===== src/rtl/core/sjfs_pkg.sv =====
package sjfs_pkg;

   localparam int MAX_PROCS_DEF = 32;
   localparam int QUEUE_DEPTH   = 4;
   localparam int ID_W          = 16;
   localparam int TIME_W        = 16;
   localparam int CLK_W         = 22;
   localparam int CSR_ADDR_W    = 3;
   localparam int CSR_DATA_W    = 32;

   // register index is paddr[2]
   localparam logic REG_PREEMPT = 1'b0;

   typedef struct packed {
      logic [ID_W-1:0]   proc_id;
      logic [TIME_W-1:0] arrival;
      logic [TIME_W-1:0] burst;
      logic              last_proc;
   } item_type;

   typedef enum logic [2:0] {
      B_LOAD,
      B_CHECK,
      B_SCAN,
      B_EXEC,
      B_EMIT_RD,
      B_EMIT_DATA,
      B_EMIT_OUT
   } back_state_type;

endpackage


===== src/rtl/core/sjfs_front.sv =====
module sjfs_front (
   input  logic                             clock,
   input  logic                             reset,
   input  logic                             req_valid,
   output logic                             req_stall,
   input  logic [sjfs_pkg::ID_W-1:0]        req_proc_id,
   input  logic [sjfs_pkg::TIME_W-1:0]      req_arrival,
   input  logic [sjfs_pkg::TIME_W-1:0]      req_burst,
   input  logic                             req_last_proc,
   input  logic                             q_full,
   output logic                             q_push,
   output sjfs_pkg::item_type               q_item
);
   import sjfs_pkg::*;

   item_type item_ff, item_in;
   logic     vld_ff, vld_in;
   logic     accept;

   assign req_stall = vld_ff & q_full;
   assign accept    = req_valid & ~req_stall;
   assign q_push    = vld_ff & ~q_full;
   assign q_item    = item_ff;

   always_comb begin
      item_in           = item_ff;
      vld_in            = vld_ff;
      if (q_push) begin
         vld_in = 1'b0;
      end
      if (accept) begin
         vld_in            = 1'b1;
         item_in.proc_id   = req_proc_id;
         item_in.arrival   = req_arrival;
         // zero burst runs as one unit
         item_in.burst     = (req_burst == '0) ? TIME_W'(1) : req_burst;
         item_in.last_proc = req_last_proc;
      end
   end

   always_ff @(posedge clock) begin
      if (reset) begin
         vld_ff <= 1'b0;
      end else begin
         vld_ff <= vld_in;
      end
      item_ff <= item_in;
   end

endmodule


===== src/rtl/core/sjfs_queue.sv =====
module sjfs_queue (
   input  logic               clock,
   input  logic               reset,
   input  logic               push,
   input  sjfs_pkg::item_type push_item,
   input  logic               pop,
   output logic               full,
   output logic               empty,
   output sjfs_pkg::item_type head_item
);
   import sjfs_pkg::*;

   localparam int PTR_W = (QUEUE_DEPTH > 1) ? $clog2(QUEUE_DEPTH) : 1;
   localparam int CNT_W = $clog2(QUEUE_DEPTH + 1);
   localparam logic [CNT_W-1:0] DEPTH_CNT = CNT_W'(QUEUE_DEPTH);
   localparam logic [PTR_W-1:0] LAST_PTR  = PTR_W'(QUEUE_DEPTH - 1);

   item_type         entry_ff [QUEUE_DEPTH];
   logic [PTR_W-1:0] wr_ptr_ff, wr_ptr_in;
   logic [PTR_W-1:0] rd_ptr_ff, rd_ptr_in;
   logic [CNT_W-1:0] cnt_ff, cnt_in;
   logic             do_push, do_pop;

   assign full      = (cnt_ff == DEPTH_CNT);
   assign empty     = (cnt_ff == '0);
   assign head_item = entry_ff[rd_ptr_ff];
   assign do_push   = push & ~full;
   assign do_pop    = pop & ~empty;

   always_comb begin
      wr_ptr_in = wr_ptr_ff;
      rd_ptr_in = rd_ptr_ff;
      cnt_in    = cnt_ff;
      if (do_push) begin
         wr_ptr_in = (wr_ptr_ff == LAST_PTR) ? '0 : wr_ptr_ff + PTR_W'(1);
      end
      if (do_pop) begin
         rd_ptr_in = (rd_ptr_ff == LAST_PTR) ? '0 : rd_ptr_ff + PTR_W'(1);
      end
      if (do_push & ~do_pop) begin
         cnt_in = cnt_ff + CNT_W'(1);
      end else if (do_pop & ~do_push) begin
         cnt_in = cnt_ff - CNT_W'(1);
      end
   end

   always_ff @(posedge clock) begin
      if (reset) begin
         wr_ptr_ff <= '0;
         rd_ptr_ff <= '0;
         cnt_ff    <= '0;
      end else begin
         wr_ptr_ff <= wr_ptr_in;
         rd_ptr_ff <= rd_ptr_in;
         cnt_ff    <= cnt_in;
      end
      if (do_push) begin
         entry_ff[wr_ptr_ff] <= push_item;
      end
   end

endmodule


===== src/rtl/core/sjfs_back.sv =====
module sjfs_back #(
   parameter int MAX_PROCS = sjfs_pkg::MAX_PROCS_DEF
) (
   input  logic                          clock,
   input  logic                          reset,
   input  logic                          preempt_mode,
   input  logic                          q_empty,
   input  sjfs_pkg::item_type            q_item,
   output logic                          q_pop,
   output logic                          rsp_valid,
   input  logic                          rsp_stall,
   output logic [sjfs_pkg::ID_W-1:0]     rsp_out_id,
   output logic [sjfs_pkg::CLK_W-1:0]    rsp_completion,
   output logic [sjfs_pkg::CLK_W-1:0]    rsp_turnaround,
   output logic [sjfs_pkg::CLK_W-1:0]    rsp_waiting,
   output logic [sjfs_pkg::CLK_W-1:0]    rsp_response,
   output logic                          rsp_last_result
);
   import sjfs_pkg::*;

   localparam int IDX_W = (MAX_PROCS > 1) ? $clog2(MAX_PROCS) : 1;
   localparam int CNT_W = $clog2(MAX_PROCS + 1);
   localparam int EXT_W = CLK_W - TIME_W;
   localparam logic [CNT_W-1:0] MAX_CNT = CNT_W'(MAX_PROCS);

   back_state_type state_ff, state_in;

   logic [CNT_W-1:0]     count_ff, count_in;
   logic [CNT_W-1:0]     done_ff, done_in;
   logic [CNT_W-1:0]     scan_cnt_ff, scan_cnt_in;
   logic [CNT_W-1:0]     emit_cnt_ff, emit_cnt_in;
   logic [CLK_W-1:0]     sim_clock_ff, sim_clock_in;
   logic [MAX_PROCS-1:0] fin_flags_ff, fin_flags_in;
   logic [MAX_PROCS-1:0] start_flags_ff, start_flags_in;
   logic                 pend_ff, pend_in;
   logic [IDX_W-1:0]     pend_idx_ff, pend_idx_in;
   logic [TIME_W:0]      best_rem_ff, best_rem_in;
   logic                 pick_vld_ff, pick_vld_in;
   logic [IDX_W-1:0]     pick_idx_ff, pick_idx_in;
   logic                 na_vld_ff, na_vld_in;
   logic [TIME_W-1:0]    na_ff, na_in;

   logic                 rsp_valid_ff, rsp_valid_in;
   logic [ID_W-1:0]      rsp_id_ff, rsp_id_in;
   logic [CLK_W-1:0]     rsp_comp_ff, rsp_comp_in;
   logic [CLK_W-1:0]     rsp_tat_ff, rsp_tat_in;
   logic [CLK_W-1:0]     rsp_wait_ff, rsp_wait_in;
   logic [CLK_W-1:0]     rsp_resp_ff, rsp_resp_in;
   logic                 rsp_last_ff, rsp_last_in;

   logic [ID_W-1:0]      id_mem  [MAX_PROCS];
   logic [TIME_W-1:0]    arr_mem [MAX_PROCS];
   logic [TIME_W-1:0]    bur_mem [MAX_PROCS];
   logic [TIME_W-1:0]    rem_mem [MAX_PROCS];
   logic [CLK_W-1:0]     fin_mem [MAX_PROCS];
   logic [CLK_W-1:0]     fst_mem [MAX_PROCS];

   logic [ID_W-1:0]      id_rd;
   logic [TIME_W-1:0]    arr_rd, bur_rd, rem_rd;
   logic [CLK_W-1:0]     fin_rd, fst_rd;

   logic                 load_we, rem_we, fin_we, fst_we;
   logic [IDX_W-1:0]     rd_addr;
   logic [CLK_W-1:0]     arr_ext, na_ext, gap, clock_after;
   logic [TIME_W-1:0]    run, left;
   logic [CLK_W-1:0]     tat;
   logic                 cut;

   // execute-step arithmetic
   assign na_ext      = {{EXT_W{1'b0}}, na_ff};
   assign gap         = na_ext - sim_clock_ff;
   assign cut         = preempt_mode & na_vld_ff &
                        (gap < {{EXT_W{1'b0}}, best_rem_ff[TIME_W-1:0]});
   assign run         = cut ? gap[TIME_W-1:0] : best_rem_ff[TIME_W-1:0];
   assign left        = best_rem_ff[TIME_W-1:0] - run;
   assign clock_after = sim_clock_ff + {{EXT_W{1'b0}}, run};

   assign arr_ext     = {{EXT_W{1'b0}}, arr_rd};
   assign tat         = fin_rd - arr_ext;

   assign rd_addr = (state_ff == B_SCAN) ? scan_cnt_ff[IDX_W-1:0] : emit_cnt_ff[IDX_W-1:0];

   always_comb begin
      state_in = state_ff;
      case (state_ff)
         B_LOAD: begin
            if (!q_empty && q_item.last_proc) begin
               state_in = B_CHECK;
            end
         end
         B_CHECK: begin
            if (done_ff != count_ff) begin
               state_in = B_SCAN;
            end else if (count_ff == '0) begin
               state_in = B_LOAD;
            end else begin
               state_in = B_EMIT_RD;
            end
         end
         B_SCAN: begin
            if (scan_cnt_ff >= count_ff && !pend_ff) begin
               state_in = B_EXEC;
            end
         end
         B_EXEC:      state_in = B_CHECK;
         B_EMIT_RD:   state_in = B_EMIT_DATA;
         B_EMIT_DATA: state_in = B_EMIT_OUT;
         B_EMIT_OUT: begin
            if (!rsp_stall) begin
               state_in = rsp_last_ff ? B_LOAD : B_EMIT_RD;
            end
         end
         default:     state_in = B_LOAD;
      endcase
   end

   always_comb begin
      q_pop          = 1'b0;
      load_we        = 1'b0;
      rem_we         = 1'b0;
      fin_we         = 1'b0;
      fst_we         = 1'b0;
      count_in       = count_ff;
      done_in        = done_ff;
      scan_cnt_in    = scan_cnt_ff;
      emit_cnt_in    = emit_cnt_ff;
      sim_clock_in   = sim_clock_ff;
      fin_flags_in   = fin_flags_ff;
      start_flags_in = start_flags_ff;
      pend_in        = pend_ff;
      pend_idx_in    = pend_idx_ff;
      best_rem_in    = best_rem_ff;
      pick_vld_in    = pick_vld_ff;
      pick_idx_in    = pick_idx_ff;
      na_vld_in      = na_vld_ff;
      na_in          = na_ff;
      rsp_valid_in   = rsp_valid_ff;
      rsp_id_in      = rsp_id_ff;
      rsp_comp_in    = rsp_comp_ff;
      rsp_tat_in     = rsp_tat_ff;
      rsp_wait_in    = rsp_wait_ff;
      rsp_resp_in    = rsp_resp_ff;
      rsp_last_in    = rsp_last_ff;
      case (state_ff)
         B_LOAD: begin
            if (!q_empty) begin
               q_pop = 1'b1;
               if (count_ff < MAX_CNT) begin
                  load_we  = 1'b1;
                  count_in = count_ff + CNT_W'(1);
               end
            end
         end
         B_CHECK: begin
            if (done_ff != count_ff) begin
               scan_cnt_in = '0;
               pend_in     = 1'b0;
               best_rem_in = {1'b1, {TIME_W{1'b0}}};
               pick_vld_in = 1'b0;
               na_vld_in   = 1'b0;
            end else if (count_ff == '0) begin
               sim_clock_in = '0;
               done_in      = '0;
            end else begin
               emit_cnt_in = '0;
            end
         end
         B_SCAN: begin
            if (scan_cnt_ff < count_ff) begin
               pend_in     = 1'b1;
               pend_idx_in = scan_cnt_ff[IDX_W-1:0];
               scan_cnt_in = scan_cnt_ff + CNT_W'(1);
            end else begin
               pend_in = 1'b0;
            end
            if (pend_ff && !fin_flags_ff[pend_idx_ff]) begin
               if (arr_ext <= sim_clock_ff) begin
                  if ({1'b0, rem_rd} < best_rem_ff) begin
                     best_rem_in = {1'b0, rem_rd};
                     pick_vld_in = 1'b1;
                     pick_idx_in = pend_idx_ff;
                  end
               end else if (!na_vld_ff || arr_rd < na_ff) begin
                  na_vld_in = 1'b1;
                  na_in     = arr_rd;
               end
            end
         end
         B_EXEC: begin
            if (pick_vld_ff) begin
               rem_we       = 1'b1;
               sim_clock_in = clock_after;
               if (!start_flags_ff[pick_idx_ff]) begin
                  fst_we                      = 1'b1;
                  start_flags_in[pick_idx_ff] = 1'b1;
               end
               if (left == '0) begin
                  fin_we                    = 1'b1;
                  fin_flags_in[pick_idx_ff] = 1'b1;
                  done_in                   = done_ff + CNT_W'(1);
               end
            end else begin
               sim_clock_in = na_ext;
            end
         end
         B_EMIT_RD: begin
         end
         B_EMIT_DATA: begin
            rsp_valid_in = 1'b1;
            rsp_id_in    = id_rd;
            rsp_comp_in  = fin_rd;
            rsp_tat_in   = tat;
            rsp_wait_in  = tat - {{EXT_W{1'b0}}, bur_rd};
            rsp_resp_in  = fst_rd - arr_ext;
            rsp_last_in  = (emit_cnt_ff + CNT_W'(1) == count_ff);
         end
         B_EMIT_OUT: begin
            if (!rsp_stall) begin
               rsp_valid_in = 1'b0;
               emit_cnt_in  = emit_cnt_ff + CNT_W'(1);
               if (rsp_last_ff) begin
                  count_in       = '0;
                  done_in        = '0;
                  sim_clock_in   = '0;
                  fin_flags_in   = '0;
                  start_flags_in = '0;
               end
            end
         end
         default: begin
         end
      endcase
   end

   always_ff @(posedge clock) begin
      if (reset) begin
         state_ff       <= B_LOAD;
         count_ff       <= '0;
         done_ff        <= '0;
         sim_clock_ff   <= '0;
         fin_flags_ff   <= '0;
         start_flags_ff <= '0;
         pend_ff        <= 1'b0;
         pick_vld_ff    <= 1'b0;
         na_vld_ff      <= 1'b0;
         scan_cnt_ff    <= '0;
         emit_cnt_ff    <= '0;
         rsp_valid_ff   <= 1'b0;
      end else begin
         state_ff       <= state_in;
         count_ff       <= count_in;
         done_ff        <= done_in;
         sim_clock_ff   <= sim_clock_in;
         fin_flags_ff   <= fin_flags_in;
         start_flags_ff <= start_flags_in;
         pend_ff        <= pend_in;
         pick_vld_ff    <= pick_vld_in;
         na_vld_ff      <= na_vld_in;
         scan_cnt_ff    <= scan_cnt_in;
         emit_cnt_ff    <= emit_cnt_in;
         rsp_valid_ff   <= rsp_valid_in;
      end
      pend_idx_ff <= pend_idx_in;
      best_rem_ff <= best_rem_in;
      pick_idx_ff <= pick_idx_in;
      na_ff       <= na_in;
      rsp_id_ff   <= rsp_id_in;
      rsp_comp_ff <= rsp_comp_in;
      rsp_tat_ff  <= rsp_tat_in;
      rsp_wait_ff <= rsp_wait_in;
      rsp_resp_ff <= rsp_resp_in;
      rsp_last_ff <= rsp_last_in;
   end

   // process tables
   always_ff @(posedge clock) begin
      if (load_we) begin
         id_mem[count_ff[IDX_W-1:0]]  <= q_item.proc_id;
         arr_mem[count_ff[IDX_W-1:0]] <= q_item.arrival;
         bur_mem[count_ff[IDX_W-1:0]] <= q_item.burst;
      end
      if (load_we) begin
         rem_mem[count_ff[IDX_W-1:0]] <= q_item.burst;
      end else if (rem_we) begin
         rem_mem[pick_idx_ff] <= left;
      end
      if (fin_we) begin
         fin_mem[pick_idx_ff] <= clock_after;
      end
      if (fst_we) begin
         fst_mem[pick_idx_ff] <= sim_clock_ff;
      end
      id_rd  <= id_mem[rd_addr];
      arr_rd <= arr_mem[rd_addr];
      bur_rd <= bur_mem[rd_addr];
      rem_rd <= rem_mem[rd_addr];
      fin_rd <= fin_mem[rd_addr];
      fst_rd <= fst_mem[rd_addr];
   end

   assign rsp_valid       = rsp_valid_ff;
   assign rsp_out_id      = rsp_id_ff;
   assign rsp_completion  = rsp_comp_ff;
   assign rsp_turnaround  = rsp_tat_ff;
   assign rsp_waiting     = rsp_wait_ff;
   assign rsp_response    = rsp_resp_ff;
   assign rsp_last_result = rsp_last_ff;

endmodule


===== src/rtl/core/shortest_job_first_scheduler_core.sv =====
// Shortest-job-first scheduler. Processes are loaded one transaction per
// cycle while req_stall is low on the req_ channel (id, arrival, burst,
// last_proc); a zero burst counts as one unit and entries beyond
// MAX_PROCS are dropped. The transaction with last_proc set starts the
// schedule run, non-preemptive or shortest-remaining-time as set by csr
// register 0 (APB, address 0, bit 0). Loading passes through an input
// register and a 4-entry queue, so req_stall only rises when the queue is
// full, e.g. while a run or result phase is on. Each scheduling step scans
// the loaded table through one memory read port; a run takes at most about
// 2n steps for n processes. Results then leave in load order on the rsp_
// channel, one at a time; the result register holds while rsp_stall is high,
// and rsp_last_result marks the final one. After it the tables are free for
// the next set. Reset (synchronous) empties the queue, clears the set and
// sets the mode to non-preemptive; no memory clearing pass is needed.
module shortest_job_first_scheduler_core #(
   parameter int MAX_PROCS = sjfs_pkg::MAX_PROCS_DEF
) (
   input  logic                             clock,
   input  logic                             reset,
   input  logic                             req_valid,
   output logic                             req_stall,
   input  logic [sjfs_pkg::ID_W-1:0]        req_proc_id,
   input  logic [sjfs_pkg::TIME_W-1:0]      req_arrival,
   input  logic [sjfs_pkg::TIME_W-1:0]      req_burst,
   input  logic                             req_last_proc,
   output logic                             rsp_valid,
   input  logic                             rsp_stall,
   output logic [sjfs_pkg::ID_W-1:0]        rsp_out_id,
   output logic [sjfs_pkg::CLK_W-1:0]       rsp_completion,
   output logic [sjfs_pkg::CLK_W-1:0]       rsp_turnaround,
   output logic [sjfs_pkg::CLK_W-1:0]       rsp_waiting,
   output logic [sjfs_pkg::CLK_W-1:0]       rsp_response,
   output logic                             rsp_last_result,
   input  logic                             csr_psel,
   input  logic                             csr_penable,
   input  logic                             csr_pwrite,
   input  logic [sjfs_pkg::CSR_ADDR_W-1:0]  csr_paddr,
   input  logic [sjfs_pkg::CSR_DATA_W-1:0]  csr_pwdata,
   output logic [sjfs_pkg::CSR_DATA_W-1:0]  csr_prdata,
   output logic                             csr_pready
);
   import sjfs_pkg::*;

   logic     preempt_ff, preempt_in;
   logic     reg_sel;
   logic     q_full, q_empty, q_push, q_pop;
   item_type front_item, head_item;

   assign csr_pready = 1'b1;
   assign reg_sel    = (csr_paddr[2] == REG_PREEMPT);
   assign csr_prdata = reg_sel ? {{(CSR_DATA_W-1){1'b0}}, preempt_ff} : '0;

   always_comb begin
      preempt_in = preempt_ff;
      if (csr_psel && csr_penable && csr_pwrite && reg_sel) begin
         preempt_in = csr_pwdata[0];
      end
   end

   always_ff @(posedge clock) begin
      if (reset) begin
         preempt_ff <= 1'b0;
      end else begin
         preempt_ff <= preempt_in;
      end
   end

   sjfs_front u_front (
      .clock         (clock),
      .reset         (reset),
      .req_valid     (req_valid),
      .req_stall     (req_stall),
      .req_proc_id   (req_proc_id),
      .req_arrival   (req_arrival),
      .req_burst     (req_burst),
      .req_last_proc (req_last_proc),
      .q_full        (q_full),
      .q_push        (q_push),
      .q_item        (front_item)
   );

   sjfs_queue u_queue (
      .clock     (clock),
      .reset     (reset),
      .push      (q_push),
      .push_item (front_item),
      .pop       (q_pop),
      .full      (q_full),
      .empty     (q_empty),
      .head_item (head_item)
   );

   sjfs_back #(
      .MAX_PROCS (MAX_PROCS)
   ) u_back (
      .clock           (clock),
      .reset           (reset),
      .preempt_mode    (preempt_ff),
      .q_empty         (q_empty),
      .q_item          (head_item),
      .q_pop           (q_pop),
      .rsp_valid       (rsp_valid),
      .rsp_stall       (rsp_stall),
      .rsp_out_id      (rsp_out_id),
      .rsp_completion  (rsp_completion),
      .rsp_turnaround  (rsp_turnaround),
      .rsp_waiting     (rsp_waiting),
      .rsp_response    (rsp_response),
      .rsp_last_result (rsp_last_result)
   );

endmodule

===== config.mk =====
export PLATFORM = sky130hd
export DESIGN_NAME = shortest_job_first_scheduler_core
export DESIGN_NICKNAME = d
export VERILOG_FILES = /design/src/rtl/core/sjfs_pkg.sv /design/src/rtl/core/sjfs_front.sv /design/src/rtl/core/sjfs_queue.sv /design/src/rtl/core/sjfs_back.sv /design/src/rtl/core/shortest_job_first_scheduler_core.sv
export SDC_FILE = /design/constraint.sdc
export NUM_CORES = 2
export LEC_CHECK = 0
export BUFFER_PORTS_ARGS = -buffer_cell sky130_fd_sc_hd__buf_2
export CAP_MARGIN = 10
export CORE_MARGIN = 2
export CORE_UTILIZATION = 55
export CTS_BUF_LIST = sky130_fd_sc_hd__clkbuf_16
export DETAILED_ROUTE_END_ITERATION = 8
export GPL_ROUTABILITY_DRIVEN = 0
export HOLD_SLACK_MARGIN = 0.03
export PLACE_DENSITY = 0.74
export SLEW_MARGIN = 0
export SYNTH_ARGS = -nofsm -noshare
export SYNTH_HDL_FRONTEND = slang
export SYNTH_HIERARCHICAL = 1
export SYNTH_SLANG_ARGS = --single-unit

===== constraint.sdc =====
create_clock -name clock -period 26.1 [get_ports clock]
set_input_delay 2.61 -clock clock [delete_from_list [all_inputs] [get_ports clock]]
set_output_delay 2.61 -clock clock [all_outputs]
set_load 0.01 [all_outputs]

==> results.py <==
metrics = {
    "worst_setup_path": {
        "path_common_cell": "a21oi_1",
        "r2r_setup_slack_ps": 15980,
        "max_stage_delay_ps": 1120,
        "cp_slowest_cell": "dfxtp_1",
        "crit_type": "register to register",
        "critPathCaptureType": "register",
        "path_delay_family": "compound AO/OA/AOI/OAI gates",
        "crit_buf_inv": 4,
        "crit_arrival_ps": 10850,
        "cp_data_required_time_ps": 26830,
        "cp-start-kind": "register",
        "crit_fanout": 36,
    },
    "die": {
        "start_util_pct": 55.3,
        "ioPinCount": 231,
        "core-area_sq_um": 291000,
        "die_y_um": 545,
        "die_w_um": 545,
        "rows": 198,
        "dieArea_sq_um": 297000,
    },
    "timing": {
        "rsz0062_at_grt": "no",
        "fin_tns_setup_ps": 0,
        "post-route-period-util_pct": 38.8,
        "maxSlewViolCount": 0,
        "skew_ps": 74.3,
        "period_needed_ps": 10120,
        "setup_viol": 0,
        "worst_slack_ps": 15980,
        "worst_slew_pin_slew_ps": 1470,
        "fmax_mhz": 98.8,
        "hold_viol": 0,
        "slew_headroom_pct": 0.987,
    },
    "route": {
        "routed_wirelength_mm": 389,
        "vias_per_cell": 6.34,
        "route.detailed.drc": 0,
        "antenna_left": 0,
        "vias": 85200,
        "first_pass_iters": 6,
        "post_drt_wl_per_cell_um": 29.0,
        "drtIter0Drc": 10900,
    },
    "grt": {
        "grt_max_degree": 153,
        "grt_pass1_wl_mm": 567,
        "first_global_vias": 85900,
        "grt_antenna_before_repair": 22,
        "grt_usage_pct": 25.8,
        "grt-ovfl-total": 0,
    },
    "synthesis": {
        "synth_edf_count": 3849,
        "async_flop_share_pct": 0,
        "netlist_area_sq_um": 161000,
        "syn_area_per_cell_sq_um": 18.2,
        "yosys-top-cells-area": "edfxtp_1, mux4_2, dfxtp_1",
        "syn_inst": 8834,
        "ys_seq_area_share_pct": 74.7,
        "synth_top_cell_area_share_pct": 71.8,
        "ys_types": 90,
        "synth_most_common_cell": "edfxtp_1",
        "yosys_warnings": 6,
        "ys_top_cells_by_count": "edfxtp_1, nand2_1, mux4_2",
        "synthFlopType": "edfxtp_1",
        "synth-seq-cells": 4085,
        "synth_area_leader_cell": "edfxtp_1",
    },
    "placement": {
        "dpl_cell_area_sq_um": 168000,
        "dp_hpwl_mm": 214,
        "pre_cts_ws_ps": 16290,
        "port_buffers": 165,
        "dp.cells": 12700,
    },
    "cts": {
        "cts_max_level": 5,
        "cts_hold_buf": 0,
        "clkSinkCount": 4085,
        "cts_tree": "done",
        "clk_latency_ps": 930,
        "cts-resized-gates": 0,
        "cts_buffer_depth": 4,
        "cts-root-buf": "clkbuf_16",
        "clkSlewWorstSetupHoldPaths_ps": 60,
        "postCtsSetupRepairBufs": 0,
        "cts_made_buffers": 399,
    },
    "power": {
        "irDropWorstVdd_v": 0.0000727,
        "p_leak_nw": 60.6,
        "pwr_density_cell_nw_per_um2": 84.2,
    },
    "status": {
        "status": "complete, but fails checks",
        "violations": "max-capacitance violations",
    },
    "finish": {
        "stdcell_count": 13400,
        "fin_nets": 9475,
        "layout-drive-gt1-share_pct": 22.2,
        "final_area_sq_um": 180000,
        "syn_to_final_growth_pct": 11.9,
    },
    "hold_path": {
        "hold_path.class": "register to register",
    },
    "flow_run": {
        "maxCapViolations": 1,
    },
}
## cell families after synthesis
kind of cell	synth area share (%)
buffers and inverters	1.73
adder cells (fa/ha/maj)	1.45
multiplexers	13.2
AND/OR/NAND/NOR	6.11
AO/OA/AOI/OAI	2.17
other	0.00466
XOR/XNOR	0.688
flip-flops	74.7
## placed cells by master, fill, tap and decap left out, types with 115 or more instances in the layout
cell,count
dfxtp_1,234
buf_4,248
nand3_1,577
mux4_2,928
clkbuf_16,400
nor2_1,226
o21ai_0,184
a21oi_1,115
ha_1,175
nand2_1,1140
buf_2,165
edfxtp_1,3849
inv_1,252
## path summary, 6_finish.rpt
path,start,endpoint,cells after the start
worst min-delay path,u_back/id_rd[3],u_back/rsp_out_id[3],0
worst min register to register,u_back/id_rd[3],u_back/rsp_out_id[3],0
worst max register to register,u_back/sim_clock_ff[6],u_back/fin_flags_ff[31],35
worst max-delay path,u_back/sim_clock_ff[6],u_back/fin_flags_ff[31],35
## through the flow
step / power (mW) / util, % / hold WS [ps]
after floorplan: 9.05 / - / 386
after global placement: 9.69 / 57.6 / 391
after detailed placement: 9.78 / 57.6 / 391
after CTS: 15.2 / 61.9 / 407
after global routing: 15.6 / 61.9 / 411
final: 15.2 / 61.9 / 405
## state kept, by name, summed over array words and instances, names as in the netlist, 17 cells and up, named ones only
register / flops
u_back/fin_mem: 704
u_back/arr_mem: 512
u_back/fin_rd: 22
u_front/q_item: 49
u_back/rsp_turnaround: 22
u_back/rem_mem: 512
u_back/fin_flags_ff: 32
u_back/rsp_waiting: 22
u_back/fst_rd: 22
u_back/id_mem: 512
u_queue/entry_ff: 196
u_back/bur_mem: 512
u_back/rsp_response: 22
u_back/rsp_completion: 22
u_back/sim_clock_ff: 22
u_back/fst_mem: 704
u_back/start_flags_ff: 32
u_back/best_rem_ff: 17
## power breakdown
part / internal (mW) / switching, mW
clock: 3.08 / 2.41
sequential: 7.75 / 0.144
combinational: 0.551 / 1.24
total: 11.4 / 3.79
## layer usage
metal / GRT usage, % / routed length, um / share of wire, %
met5: 0 / 92 / 0.024
met4: 9.23 / 14900 / 3.8
met3: 4.41 / 40200 / 10
met2: 42.2 / 189000 / 49
met1: 35.5 / 145000 / 37
## worst register-to-register path, delay by kind of cell, from the launching register on
family,cells,cell delay (ps)
simple gates,11,2780
xor+xnor,1,190
flops,1,1120
fa+ha+maj,4,1460
buf+inv,4,1050
compound gates,15,3400
## area by class of cell
cell class,count,area [sq um]
diodes,5,12.5
flip-flops and latches,4085,120000
inverters,161,611
repair buffers,431,3050
clock buffers,400,10000
fillers,19700,111000
well taps,3900,4880
clock inverters,327,2470
multi-input cells,4124,38800
Note: power is estimated with default switching activity, not from simulation.
